## src/hdl/hbw_pkg.sv

```systemverilog
// ----------------------------------------------------------------------------
// hbw_pkg - heartbeat watchdog shared definitions
// Word formats, command codes, register indexes and reset values.
// ----------------------------------------------------------------------------
package hbw_pkg;

    localparam int NUM_TASKS  = 16;
    localparam int MASK_W     = 16;
    localparam int AGE_W      = 8;
    localparam int TASK_W     = 4;
    localparam int CFG_IDX_W  = 2;
    localparam int CFG_DATA_W = 16;

    localparam logic [MASK_W-1:0] WATCH_MASK_RST  = MASK_W'(1);
    localparam logic [AGE_W-1:0]  WARN_TICKS_RST  = AGE_W'(10);
    localparam logic [AGE_W-1:0]  RESET_TICKS_RST = AGE_W'(13);
    localparam logic [AGE_W-1:0]  AGE_MAX         = '1;

    typedef enum logic [1:0] {
        CMD_TICK        = 2'd0,
        CMD_CHECKIN     = 2'd1,
        CMD_CHECKIN_ALL = 2'd2,
        CMD_ELAPSED     = 2'd3
    } hbw_cmd_t;

    typedef enum logic [CFG_IDX_W-1:0] {
        CFG_WATCH_MASK  = 2'd0,
        CFG_WARN_TICKS  = 2'd1,
        CFG_RESET_TICKS = 2'd2,
        CFG_UNUSED      = 2'd3
    } hbw_cfg_idx_t;

    typedef struct packed {
        hbw_cmd_t          cmd;
        logic [TASK_W-1:0] task_req;
        logic [AGE_W-1:0]  elapsed_ticks;
    } hbw_item_t;

    typedef struct packed {
        logic              fed;
        logic              recovered;
        logic              warning;
        logic              force_reset;
        logic [MASK_W-1:0] stuck_tasks;
        logic [AGE_W-1:0]  ticks_since_feed;
    } hbw_result_t;

    typedef struct packed {
        logic                  we;
        hbw_cfg_idx_t          index;
        logic [CFG_DATA_W-1:0] wdata;
    } hbw_cfg_t;

endpackage

```

## src/hdl/hbw_in_reg.sv

```systemverilog
// ----------------------------------------------------------------------------
// hbw_in_reg - input word register
// Captures one command word and holds it until the core takes it.
// ----------------------------------------------------------------------------
module hbw_in_reg import hbw_pkg::*; (
    input  logic      aclk,
    input  logic      aresetn,
    input  logic      in_valid,
    output logic      in_ready,
    input  hbw_item_t in_item,
    output logic      out_valid,
    input  logic      out_take,
    output hbw_item_t out_item
);

    logic      valid_reg;
    hbw_item_t item_reg;

    assign in_ready  = !valid_reg || out_take;
    assign out_valid = valid_reg;
    assign out_item  = item_reg;

    always_ff @(posedge aclk) begin
        if (!aresetn) begin
            valid_reg <= 1'b0;
        end else if (in_ready) begin
            valid_reg <= in_valid;
        end
        if (in_ready && in_valid) begin
            item_reg <= in_item;
        end
    end

endmodule

```

## src/hdl/hbw_core.sv

```systemverilog
// ----------------------------------------------------------------------------
// hbw_core - heartbeat evaluation
// Holds config and watchdog state; updates both and forms one result per word.
// ----------------------------------------------------------------------------
module hbw_core import hbw_pkg::*; (
    input  logic        aclk,
    input  logic        aresetn,
    input  hbw_cfg_t    cfg,
    input  logic        step,
    input  hbw_item_t   item,
    output hbw_result_t result
);

    logic [MASK_W-1:0] watch_mask_reg, checkin_bits_reg, checkin_bits_next;
    logic [AGE_W-1:0]  warn_ticks_reg, reset_ticks_reg;
    logic [AGE_W-1:0]  feed_age_reg, feed_age_next;
    logic [AGE_W-1:0]  last_warn_reg, last_warn_next;

    logic [AGE_W:0]    age_sum;
    logic [AGE_W-1:0]  age_add, age_adv;
    logic [MASK_W-1:0] task_bit, stuck;
    logic              fed, recovered, warning, force_rst;

    always_comb begin
        task_bit = '0;
        if (32'(item.task_req) < NUM_TASKS && 32'(item.task_req) < MASK_W) begin
            task_bit[item.task_req] = 1'b1;
        end

        age_add = (item.cmd == CMD_TICK) ? AGE_W'(1) : item.elapsed_ticks;
        age_sum = {1'b0, feed_age_reg} + {1'b0, age_add};
        age_adv = age_sum[AGE_W] ? AGE_MAX : age_sum[AGE_W-1:0];

        checkin_bits_next = checkin_bits_reg;
        feed_age_next     = feed_age_reg;
        last_warn_next    = last_warn_reg;
        fed               = 1'b0;
        recovered         = 1'b0;
        warning           = 1'b0;
        force_rst         = 1'b0;
        stuck             = watch_mask_reg & ~checkin_bits_reg;

        unique case (item.cmd) inside
            CMD_CHECKIN, CMD_CHECKIN_ALL: begin
                checkin_bits_next = checkin_bits_reg |
                    ((item.cmd == CMD_CHECKIN) ? task_bit : watch_mask_reg);
                stuck = watch_mask_reg & ~checkin_bits_next;
            end
            default: begin
                feed_age_next = age_adv;
                if (stuck == '0) begin
                    checkin_bits_next = '0;
                    feed_age_next     = '0;
                    fed               = 1'b1;
                    if (last_warn_reg != '0) begin
                        recovered      = 1'b1;
                        last_warn_next = '0;
                    end
                end
                if (feed_age_next >= warn_ticks_reg && feed_age_next > last_warn_next) begin
                    warning        = 1'b1;
                    force_rst      = (feed_age_next >= reset_ticks_reg);
                    last_warn_next = feed_age_next;
                end
            end
        endcase

        result.fed              = fed;
        result.recovered        = recovered;
        result.warning          = warning;
        result.force_reset      = force_rst;
        result.stuck_tasks      = stuck;
        result.ticks_since_feed = feed_age_next;
    end

    always_ff @(posedge aclk) begin
        if (!aresetn) begin
            watch_mask_reg   <= WATCH_MASK_RST;
            warn_ticks_reg   <= WARN_TICKS_RST;
            reset_ticks_reg  <= RESET_TICKS_RST;
            checkin_bits_reg <= '0;
            feed_age_reg     <= '0;
            last_warn_reg    <= '0;
        end else begin
            if (cfg.we) begin
                unique case (cfg.index)
                    CFG_WATCH_MASK:  watch_mask_reg  <= cfg.wdata[MASK_W-1:0];
                    CFG_WARN_TICKS:  warn_ticks_reg  <= cfg.wdata[AGE_W-1:0];
                    CFG_RESET_TICKS: reset_ticks_reg <= cfg.wdata[AGE_W-1:0];
                    default: ;
                endcase
            end
            if (step) begin
                checkin_bits_reg <= checkin_bits_next;
                feed_age_reg     <= feed_age_next;
                last_warn_reg    <= last_warn_next;
            end
        end
    end

endmodule

```

## src/hdl/hbw_out_reg.sv

```systemverilog
// ----------------------------------------------------------------------------
// hbw_out_reg - result word register
// Holds one result word until the receiver takes it.
// ----------------------------------------------------------------------------
module hbw_out_reg import hbw_pkg::*; (
    input  logic        aclk,
    input  logic        aresetn,
    input  logic        in_valid,
    output logic        in_ready,
    input  hbw_result_t in_res,
    output logic        out_valid,
    input  logic        out_ready,
    output hbw_result_t out_res
);

    logic        valid_reg;
    hbw_result_t res_reg;

    assign in_ready  = !valid_reg || out_ready;
    assign out_valid = valid_reg;
    assign out_res   = res_reg;

    always_ff @(posedge aclk) begin
        if (!aresetn) begin
            valid_reg <= 1'b0;
        end else if (in_ready) begin
            valid_reg <= in_valid;
        end
        if (in_ready && in_valid) begin
            res_reg <= in_res;
        end
    end

endmodule

```

## src/hdl/task_heartbeat_watchdog.sv

```systemverilog
// ----------------------------------------------------------------------------
// task_heartbeat_watchdog - multi-task heartbeat watchdog
// Tracks task check-ins and tick counts, feeds, warns and forces reset.
// ----------------------------------------------------------------------------
// Usage:
//   s_* carries command words (tick, task check-in, check-in all, elapsed
//   sleep ticks); m_* returns exactly one result word per command word.
//   cfg_we/cfg_index/cfg_wdata writes watch_mask (0), warn_ticks (1) and
//   reset_ticks (2); write only while no word is in flight.
//   Path: a word in the input register is evaluated and its result taken into
//   the result register, held on m_*; two register stages (input, result).
//   Throughput: one word per cycle while m_ready is high; the evaluation is a
//   single pass of logic between the input register and the result register.
//   Reset: registers return to watch_mask 1, warn 10, reset 13, with no
//   check-ins, a zero count and no pending warning. Both stages empty.
//   Stall: while m_ready is low the result word holds; the input register
//   still fills, and s_ready drops only once both stages are occupied.
// ----------------------------------------------------------------------------
module task_heartbeat_watchdog import hbw_pkg::*; (
    input  logic                  aclk,
    input  logic                  aresetn,
    // configuration
    input  logic                  cfg_we,
    input  logic [CFG_IDX_W-1:0]  cfg_index,
    input  logic [CFG_DATA_W-1:0] cfg_wdata,
    // command words
    input  logic                  s_valid,
    output logic                  s_ready,
    input  logic [1:0]            s_cmd,
    input  logic [TASK_W-1:0]     s_task_req,
    input  logic [AGE_W-1:0]      s_elapsed_ticks,
    // result words
    output logic                  m_valid,
    input  logic                  m_ready,
    output logic                  m_fed,
    output logic                  m_recovered,
    output logic                  m_warning,
    output logic                  m_force_reset,
    output logic [MASK_W-1:0]     m_stuck_tasks,
    output logic [AGE_W-1:0]      m_ticks_since_feed
);

    hbw_item_t   s_item, core_item;
    hbw_result_t core_res, m_res;
    hbw_cfg_t    cfg;
    logic        core_valid, res_ready, step;

    assign s_item.cmd           = hbw_cmd_t'(s_cmd);
    assign s_item.task_req      = s_task_req;
    assign s_item.elapsed_ticks = s_elapsed_ticks;

    assign cfg.we    = cfg_we;
    assign cfg.index = hbw_cfg_idx_t'(cfg_index);
    assign cfg.wdata = cfg_wdata;

    // the core commits state exactly when the result register takes its word
    assign step = core_valid && res_ready;

    hbw_in_reg u_in (
        .aclk     (aclk),
        .aresetn  (aresetn),
        .in_valid (s_valid),
        .in_ready (s_ready),
        .in_item  (s_item),
        .out_valid(core_valid),
        .out_take (res_ready),
        .out_item (core_item)
    );

    hbw_core u_core (
        .aclk   (aclk),
        .aresetn(aresetn),
        .cfg    (cfg),
        .step   (step),
        .item   (core_item),
        .result (core_res)
    );

    hbw_out_reg u_out (
        .aclk     (aclk),
        .aresetn  (aresetn),
        .in_valid (core_valid),
        .in_ready (res_ready),
        .in_res   (core_res),
        .out_valid(m_valid),
        .out_ready(m_ready),
        .out_res  (m_res)
    );

    assign m_fed              = m_res.fed;
    assign m_recovered        = m_res.recovered;
    assign m_warning          = m_res.warning;
    assign m_force_reset      = m_res.force_reset;
    assign m_stuck_tasks      = m_res.stuck_tasks;
    assign m_ticks_since_feed = m_res.ticks_since_feed;

    // a feed clears the count, so it can never warn in the same word
    a_feed_no_warn: assert property (@(posedge aclk) disable iff (!aresetn)
        m_valid |-> !(m_fed && m_warning))
        else $error("feed and warning in one word");

    // forced reset is only raised alongside a warning
    a_force_needs_warn: assert property (@(posedge aclk) disable iff (!aresetn)
        (m_valid && m_force_reset) |-> m_warning)
        else $error("force_reset without warning");

    // a feed means nothing watched was stuck and the count restarted
    a_feed_clean: assert property (@(posedge aclk) disable iff (!aresetn)
        (m_valid && m_fed) |-> (m_stuck_tasks == '0 && m_ticks_since_feed == '0))
        else $error("feed with stuck tasks or nonzero count");

    // recovery is only reported on a feed
    a_recover_on_feed: assert property (@(posedge aclk) disable iff (!aresetn)
        (m_valid && m_recovered) |-> m_fed)
        else $error("recovered without feed");

endmodule
```

## config.mk

```make
export PLATFORM = sky130hd
export DESIGN_NAME = task_heartbeat_watchdog
export DESIGN_NICKNAME = d
export VERILOG_FILES = /design/src/hdl/hbw_pkg.sv /design/src/hdl/hbw_in_reg.sv /design/src/hdl/hbw_core.sv /design/src/hdl/hbw_out_reg.sv /design/src/hdl/task_heartbeat_watchdog.sv
export SDC_FILE = /design/constraint.sdc
export NUM_CORES = 1
export LEC_CHECK = 0
export BUFFER_PORTS_ARGS = -buffer_cell sky130_fd_sc_hd__buf_2
export CAP_MARGIN = 25
export CORE_ASPECT_RATIO = 0.7
export CORE_MARGIN = 5
export CORE_UTILIZATION = 60
export DETAILED_ROUTE_END_ITERATION = 16
export PLACE_DENSITY = 0.93
export RECOVER_POWER = 50
export REMOVE_ABC_BUFFERS = 1
export SLEW_MARGIN = 10
export SYNTH_ARGS = -nofsm -noshare
export SYNTH_HDL_FRONTEND = slang
export SYNTH_HIERARCHICAL = 1
export SYNTH_SLANG_ARGS = --single-unit
export TNS_END_PERCENT = 100
```

## constraint.sdc

```tcl
create_clock -name aclk -period 6.5 [get_ports aclk]
set_input_delay 1.3 -clock aclk [delete_from_list [all_inputs] [get_ports aclk]]
set_output_delay 1.3 -clock aclk [all_outputs]
set_load 0.02 [all_outputs]
```

# After elaboration in Yosys (flattened, before gate mapping)
# Cells that the tools add are included.
[op_classes]
n_addsub = 1
magnitude_cmp = 5
eq_ne = 4
n_mux = 18
bitwise_logic = 8
reduce_logical = 21
[op_table]
columns = ["op", "count"]
rows = [
  ["$mux 8", 9],
  ["$mux 16", 4],
  ["$and 16x16->16", 2],
  ["$not 16->16", 2],
  ["$ge 8x8->1", 2],
  ["$logic_not 16->1", 1],
  ["$or 16x16->16", 1],
  ["$reduce_and 2->1", 5],
  ["$add 8x8->9", 1],
  ["$gt 8x8->1", 1],
  ["$reduce_bool 8->1", 1],
  ["$reduce_or 3->1", 2],
  ["$lt 4x5->1 const B", 1],
  ["$demux 1 s4", 1],
  ["$eq 2x1->1 const B", 2],
  ["$eq 2x2->1 const B", 2],
  ["$ge 4x1->1 const B", 1],
  ["$logic_and 1x1->1", 4],
  ["$logic_not 2->1", 2],
  ["$mux 1", 4],
  ["$not 1->1", 3],
  ["$logic_not 1->1", 2],
  ["$logic_or 1x1->1", 2],
  ["$reduce_bool 2->1", 1],
  ["$reduce_or 2->1", 1],
]
[word_totals]
reg_bits = 108
in_bits = 37
out_inout_bits = 30
word_cells = 74

# Longest topological paths before layout
# Gate-level depths: netlist of run 1.
[depth]
word_depth = 10
depth_mapped = 22
depth_no_buf = 20

# Modules after synthesis
# The synthesis of run 1 kept the hierarchy.
[modules_own_cells]
columns = ["module", "instances", "cells_per_inst", "area_each_um2", "seq_area_each_um2"]
rows = [
  ["hbw_core", 1, 516, 3993.8, 1281.2],
  ["hbw_out_reg", 1, 33, 898.4, 860.8],
  ["hbw_in_reg", 1, 19, 478.0, 440.4],
  ["task_heartbeat_watchdog", 1, 1, 6.3, 0.0],
]

# Least setup slack after synthesis of run 1
# No wires, ideal clock.
[synth_timing]
path_kind = "register -> register"
from = "reg u_in.item_reg (netlist bit u_in/out_item[12])"
to = "reg u_out.res_reg (netlist bit u_out/out_res[24]) (data pin)"
setup_time_ns = 0.251
t_arrival_ns = 4.171
required_ns = 6.249
setup_slack_ns = 2.078
stages_incl_launch_ff = 23
period_less_slack_ns = 4.422
path_cell_list = "edfxtp_1 -> inv_1 -> ha_1 -> or2_2 -> ha_1 -> fa_1 -> a211oi_2 -> o21ai_2 -> a31o_2 -> nor2_1 -> nor2_1 -> ha_1 -> a21oi_1 -> nor2b_1 -> o21ai_0 -> nand2b_1 -> a221oi_1 -> a2bb2oi_1 -> and2_4 -> buf_6 -> and2b_1 -> o221a_2 -> buf_4"
[synth_between]
elab_chain_len = 10
[synth_rtl]
columns = ["item", "line", "source"]
rows = [
  ["from (decl)", "hbw_in_reg.sv:17", "hbw_item_t item_reg;"],
  ["from (signal assigned)", "hbw_in_reg.sv:30", "item_reg <= in_item;"],
  ["$logic_not 2->1", "hbw_core.sv:30", "age_add = (item.cmd == CMD_TICK) ? AGE_W'(1) : item.elapsed_ticks;"],
  ["$mux 8", "hbw_core.sv:30", ""],
  ["$add 8x8->9", "hbw_core.sv:31", "age_sum = {1'b0, feed_age_reg} + {1'b0, age_add};"],
  ["$mux 8", "hbw_core.sv:32", "age_adv = age_sum[AGE_W] ? AGE_MAX : age_sum[AGE_W-1:0];"],
  ["$mux 8", "hbw_core.sv:51", "if (stuck == '0) begin"],
  ["$mux 8", "hbw_core.sv:43", "unique case (item.cmd) inside"],
  ["$ge 8x8->1 / $gt 8x8->1 (equally long branches)", "hbw_core.sv:60", "if (feed_age_next >= warn_ticks_reg && feed_age_next > last_warn_next) begin"],
  ["$logic_and 1x1->1", "hbw_core.sv:60", ""],
  ["$not 1->1 (no line)", "--", ""],
  ["$reduce_or 3->1 (no line)", "--", ""],
  ["to (signal assigned)", "hbw_out_reg.sv:30", "res_reg <= in_res;"],
  ["to (decl)", "hbw_out_reg.sv:17", "hbw_result_t res_reg;"],
]
# Several ways; a longest one is shown, not always the timed one. The select of a mux whose other input is x is not followed.
# A chain may end at the register's enable or synchronous reset.

# Worst setup path in the final report of run 1
[layout_timing]
from = "reg u_in.item_reg (netlist bit u_in/out_item[12])"
to = "reg u_core.last_warn_reg[0]"
[layout_between]
elab_chain_len = 9
[layout_rtl]
columns = ["item", "line", "source"]
rows = [
  ["$logic_not 2->1", "hbw_core.sv:30", ""],
  ["$mux 8", "hbw_core.sv:30", ""],
  ["$add 8x8->9", "hbw_core.sv:31", ""],
  ["$mux 8", "hbw_core.sv:32", ""],
  ["$mux 8", "hbw_core.sv:51", ""],
  ["$mux 8", "hbw_core.sv:43", ""],
  ["$ge 8x8->1 / $gt 8x8->1 (equally long branches)", "hbw_core.sv:60", ""],
  ["$logic_and 1x1->1", "hbw_core.sv:60", ""],
  ["$mux 8", "hbw_core.sv:60", ""],
  ["to (signal assigned)", "hbw_core.sv:96", "last_warn_reg <= last_warn_next;"],
  ["to (decl)", "hbw_core.sv:17", "logic [AGE_W-1:0] last_warn_reg, last_warn_next;"],
]
# Several ways; a longest one is shown, not always the timed one. The select of a mux whose other input is x is not followed.

==> results of run 1 <==
-- area by class of cell --
cell class                      instances  area (µm²)  share of cell area
Inverter                               37         139              0.0231
Sequential cell                       108        2580               0.429
Clock inverter                          5        53.8             0.00894
Multi-Input combinational cell        396        2500               0.416
Clock buffer                           10         229              0.0380
Timing Repair Buffer                   70         363              0.0603
Tap cell                              120         150              0.0249
-- stage by stage --
stage | std cells | cell area (µm²) | util | setup slack, ps | power (mW)
finish | 746 | 6020 | 0.701 | 1580 | 1.57
global route | 746 | 6020 | 0.701 | 1260 | 1.64
CTS | 745 | 6050 | 0.704 | 1680 | 1.57
detailed placement | 730 | 5760 | 0.671 | 1810 | 1.05
global placement | 729 | 5750 | 0.670 | 2080 | 1.03
floorplan | 541 | 5250 | - | 2230 | 0.955
-- Yosys cell counts, drive strengths merged (2+ instances only) --
cell	n
edfxtp	42
nor2	39
nand3b	2
a21o	3
mux2	5
xor2	3
o21ai	38
nand2b	20
nor2b	26
and2	5
nand4	11
o211ai	2
buf	8
o31ai	2
nand2	72
a21oi	47
clkbuf	20
nor4	3
ha	29
dfxtp	66
inv	37
nand3	18
mux2i	14
a21boi	33
o21a	3
a211oi	6
-- worst max path at each step --
stage                                                end  slack, ps  cells after the start
floorplan                    u_out/out_res[24]$_DFFE_PP_       2230                     20
global placement             u_out/out_res[24]$_DFFE_PP_       2080                     20
detailed placement  u_core/last_warn_reg[6]$_SDFFE_PN0P_       1810                     20
CTS                 u_core/last_warn_reg[6]$_SDFFE_PN0P_       1680                     20
global route        u_core/last_warn_reg[1]$_SDFFE_PN0P_       1260                     20
finish              u_core/last_warn_reg[0]$_SDFFE_PN0P_       1580                     20
-- power groups by stage --
stage | clock network (mW) | registers (mW) | logic (mW)
floorplan | 0 | 0.777 | 0.178
global placement | 0 | 0.766 | 0.266
detailed placement | 0 | 0.767 | 0.278
CTS | 0.536 | 0.752 | 0.284
global route | 0.567 | 0.756 | 0.315
finish | 0.527 | 0.753 | 0.286
-- kinds of logic after synthesis --
logic type               count (synthesis)  share of synthesized area
multiplexers                            19                     0.0372
adder cells (fa/ha/maj)                 31                     0.0731
AO/OA/AOI/OAI                          141                      0.168
XOR/XNOR                                 4                    0.00652
AND/OR/NAND/NOR                        201                      0.185
flip-flops                             108                      0.480
buffers and inverters                   65                     0.0498
-- worst max-delay path, stage by stage (launching register included) --
cell	delay (ps)
edfxtp_1	350
inv_1	50
ha_1	270
or2_2	330
ha_1	220
fa_1	450
a211oi_2	270
o21ai_2	120
a31o_2	340
nor2_1	200
nor2_1	170
ha_1	340
a21oi_1	150
nor2b_1	60
o21ai_0	140
nand2b_1	90
a221oi_1	330
a2bb2oi_1	140
a21oi_1	460
o21ai_0	150
a21boi_0	200
-- metal layers --
layer	GRT usage	vias to the layer above	share of wire
li1	-	2072	-
met1	0.337	2025	0.45
met2	0.379	220	0.44
met3	0.0531	23	0.091
met4	0.0814	0	0.018
met5	0	-	0
==> summary.md, run 1 <==
| Metric | Value |
|---|---|
| Full die area | `11000 µm²` |
| Overall Global Routing Usage | `0.242` |
| Row Count | `28` |
| Clock root cell | `clkbuf_16` |
| Die H | `around 90 µm` |
| Clk sinks | `108` |
| Vias | `4340` |
| Hold path cells | `2` |
| Main synth FF type | `dfxtp_1` |
| DRT iter0 DRCs | `426` |
| Via/cell ratio | `5.82` |
| Seq/Total Area, Yosys | `0.480` |
| Fillers | `646` |
| Rel. slew slack | `-0.389` |
| Failing checks | `max-capacitance violations, max-slew violations` |
| GPL Wtd Cong | `0.919` |
| Reg2Reg Setup Slack | `1580 ps` |
| Most frequent cells in the layout | `72 x nand2_1, 66 x dfxtp_1, 65 x buf_2` |
| Critical Path RT | `6770 ps` |
| Layout area overhead | `12.0%` |
| Yosys warns | `6` |
| Hold Vio Cnt, Final | `0` |
| Int Pwr | `1.14 mW` |
| Crit share post-route | `0.756` |
| DR WL/cell | `approximately 17 µm` |
| Largest net degree at the start of global routing | `52` |
| DRT Wirelength | `12.7 mm` |
| Synth cell types | `52` |
| Mapped Cells | `569` |
| Total gr overflow | `0` |
| Starting Density | `0.626` |
| Lkg Pwr | `roughly 2.4 nW` |
| Global-route wire length before repair | `20.4 mm` |
| Reg2reg path depth | `20` |
| Synth top area cells | `dfxtp_1 25%, edfxtp_1 23%, ha_1 6.7%, nand2_1 5.0%, a21oi_1 4.4%` |
| Hold path start | `u_core/checkin_bits_reg[14]$_SDFFE_PN0P_` |
| Sequential Power Share | `0.481` |
| Vias in the first global route | `4146` |
| CP Capture Type | `flip-flop` |
| Setup tns final | `0 ps` |
| Clk buf depth | `2` |
| Min cycle time layout | `between 4000 and 5000 ps` |
| Number of I/O pins | `67` |
| TritonCTS clock tree | `built` |
| Mapped Area | `around 5400 µm²` |
| Max FFs per register | `28` |
| Critical R2R Capture | `u_core/last_warn_reg[0]$_SDFFE_PN0P_` |
| H-tree Lvls | `3` |
| Worst min path class | `flip-flop to flip-flop` |
| Comb pwr share | `0.183` |
| Top cell type's share of synthesized area | `0.246` |
| Initial antenna violation count | `0` |
| Yosys reg bits | `about 110` |
| Net Switching | `roughly 430 µW` |
| Final setup vio count | `0` |
| Share of layout cells above drive strength 1 | `0.158` |
| Clock Latency Late Sink | `350 ps` |
| Run status | `finished with violations` |
| CTS Hold Bufs | `0` |
| Total core area | `8580 µm²` |
| Switching power share of the total | `0.273` |
| Max-Cap Viols | `2` |
| Die width | `123 µm` |
| Post-synth EDFFs | `42` |
| Post-route DRC | `0` |
| Crit path kind | `flip-flop to flip-flop` |
| Crit path from | `u_in/out_item[12]$_DFFE_PP_` |
| Clk_skew | `5.89 ps` |
| Smallest hold slack | `approximately 460 ps` |
| Area leader, netlist | `dfxtp_1` |
| RSZ-0062 raised after global routing | `no` |
| Remaining antenna violation count | `0` |
| Max VDD drop | `0.000174 V` |
| Dpl hpwl | `approximately 8.9 mm` |
| Slew Viols, Final | `81` |
| Asr flop ratio synth | `0` |
| Start of the worst register-to-register path | `u_in/out_item[12]$_DFFE_PP_` |
| WHS Endpoint | `u_core/checkin_bits_reg[14]$_SDFFE_PN0P_` |
| Clock power frac | `0.336` |
| Commonest non-fill, non-tap cell in the layout | `nand2_1` |
| Antenna cell count | `0` |
| Arrival time worst endpoint | `around 5200 ps` |
| Actual slew at the worst max-slew pin | `2080 ps` |
| Final nets | `between 600 and 700` |
| Post CTS Setup Buffer Count | `0` |
| Fmax | `between 200 and 250 MHz` |
| Cts repair resizes | `0` |
| Critical-path maximum fanout | `8` |
| Power per cell area | `260 nW/µm²` |
| Clock transition at path regs | `70 ps` |
| Mapped Avg Cell Area | `9.45 µm²` |
| Drt pass-1 iters | `5` |
| Port bufs | `66` |
| Num CTS Buffers | `9` |
| Worst setup SP type | `flip-flop` |
Note: power is estimated with default switching activity, not from simulation.
==> run 2, diff against run 1 <==
CORE_UTILIZATION = 58   (was 60)
PLACE_DENSITY = 0.91   (was 0.93)
clock period = 4.9 ns   (was 6.5 ns; I/O delays follow)
==> summary.md, run 2 (synthesis results as in run 1) <==
| Metric | Value |
|---|---|
| Clock root cell | `clkbuf_16` |
| Clk buf depth | `2` |
| Number of I/O pins | `67` |
| Power per cell area | `341 nW/µm²` |
| Max VDD drop | `roughly 0.00024 V` |
| Crit share post-route | `0.947` |
| Arrival time worst endpoint | `4740 ps` |
| Global-route wire length before repair | `20.9 mm` |
| Share of layout cells above drive strength 1 | `0.161` |
| Clk_skew | `11.3 ps` |
| Row Count | `29` |
| Reg2reg path depth | `20` |
| Drt pass-1 iters | `6` |
| Rel. slew slack | `-0.342` |
| Die width | `125 µm` |
| Layout area overhead | `12.0%` |
| Setup tns final | `0 ps` |
| Hold Vio Cnt, Final | `0` |
| Via/cell ratio | `5.80` |
| Total core area | `9070 µm²` |
| Fin area | `roughly 6000 µm²` |
| Die H | `between 90 and 100 µm` |
| Antenna cell count | `0` |
| Full die area | `11300 µm²` |
| Starting Density | `0.593` |
| Lkg Pwr | `2.41 nW` |
| Run status | `finished with violations` |
| CTS Hold Bufs | `0` |
| DRT iter0 DRCs | `approximately 440` |
| DRT Wirelength | `approximately 13 mm` |
| Clk sinks | `about 110` |
| GPL Wtd Cong | `0.909` |
| Largest net degree at the start of global routing | `52` |
| Initial antenna violation count | `0` |
| Overall Global Routing Usage | `0.228` |
| Placed instance area | `5780 µm²` |
| Most frequent cells in the layout | `72 x nand2_1, 66 x dfxtp_1, 65 x buf_2` |
| Clock transition at path regs | `70 ps` |
| Cts repair resizes | `0` |
| DR WL/cell | `17.0 µm` |
| Max FFs per register | `28` |
| Clock Latency Late Sink | `between 300 and 400 ps` |
| Post CTS Setup Buffer Count | `0` |
| Vias in the first global route | `4269` |
| TritonCTS clock tree | `built` |
| Hold path cells | `2` |
| CP Capture Type | `flip-flop` |
| Failing checks | `max-capacitance violations, max-slew violations` |
| Total gr overflow | `0` |
| Min cycle time layout | `4640 ps` |
| Slew Viols, Final | `81` |
| Worst setup SP type | `flip-flop` |
| H-tree Lvls | `3` |
| Final setup vio count | `0` |
| RSZ-0062 raised after global routing | `no` |
| Num CTS Buffers | `9` |
| Critical Path RT | `5000 ps` |
| Critical-path maximum fanout | `9` |
| Fmax | `216 MHz` |
| Worst min path class | `flip-flop to flip-flop` |
| Final nets | `just under 700` |
| Port bufs | `between 60 and 70` |
| Vias | `4359` |
| Actual slew at the worst max-slew pin | `2010 ps` |
| Commonest non-fill, non-tap cell in the layout | `nand2_1` |
| Post-route DRC | `0` |
| Remaining antenna violation count | `0` |
| Dpl hpwl | `around 9 mm` |
| Crit path kind | `flip-flop to flip-flop` |
| Max-Cap Viols | `2` |
-- run 2: report_power, final --
part | internal, mW | leakage [nW] | switching (mW)
registers | 0.977 | 0.937 | 0.0217
clock network | 0.361 | 0.135 | 0.312
logic | 0.144 | 1.34 | 0.237
-- run 2: critical path, cell delays in order, from the launching register on --
cell       delay, ps
edfxtp_1         360
inv_1             50
ha_1             270
or2_2            320
ha_1             230
fa_1             440
a211oi_2         270
o21ai_2          120
a31o_2           340
nor2_1           160
nor2_1           150
ha_1             350
a21oi_1          160
nor2b_1           50
o21ai_0          150
nand2b_1          90
a221oi_1         240
a2bb2oi_1        140
and2_4           220
and2b_1          170
o221a_2          110
-- run 2: layout make-up --
type,count,area (µm²)
clock buffer,13,250
timing repair buffer,70,367
sequential,108,2580
tap,124,155
clock inverter,3,20.0
multi-input combinational,396,2510
fill,710,3050
inverter,37,139
-- run 2: worst paths after layout --
| path | startpoint | to | slack (ps) |
|---|---|---|---|
| setup / recovery | u_in/out_item[12]$_DFFE_PP_ | u_out/out_res[24]$_DFFE_PP_ | 260 |
| hold / removal | u_core/checkin_bits_reg[7]$_SDFFE_PN0P_ | u_core/checkin_bits_reg[7]$_SDFFE_PN0P_ | 470 |
| setup reg to reg | u_in/out_item[12]$_DFFE_PP_ | u_out/out_res[24]$_DFFE_PP_ | 260 |
| hold reg to reg | u_core/checkin_bits_reg[7]$_SDFFE_PN0P_ | u_core/checkin_bits_reg[7]$_SDFFE_PN0P_ | 470 |
-- run 2: stage by stage --
| step | total power, mW | instances | util | setup slack [ps] | hold WS [ps] |
|---|---|---|---|---|---|
| final | 2.05 | 751 | 0.664 | 260 | 469 |
| after global routing | 2.15 | 751 | 0.664 | 14.8 | 497 |
| after CTS | 2.06 | 751 | 0.666 | 230 | 470 |
| after detailed placement | 1.39 | 735 | 0.637 | 242 | 446 |
| after global placement | 1.37 | 734 | 0.635 | 467 | 438 |
| after floorplan | 1.27 | 541 | - | 634 | 428 |
-- run 2: per-layer routing --
layer  wire, µm  track usage  up-vias
met5          0            0        -
li1           -            -     2080
met4        241       0.0767        0
met3       1380       0.0668       30
met2       5570        0.355      230
met1       5560        0.305     2019
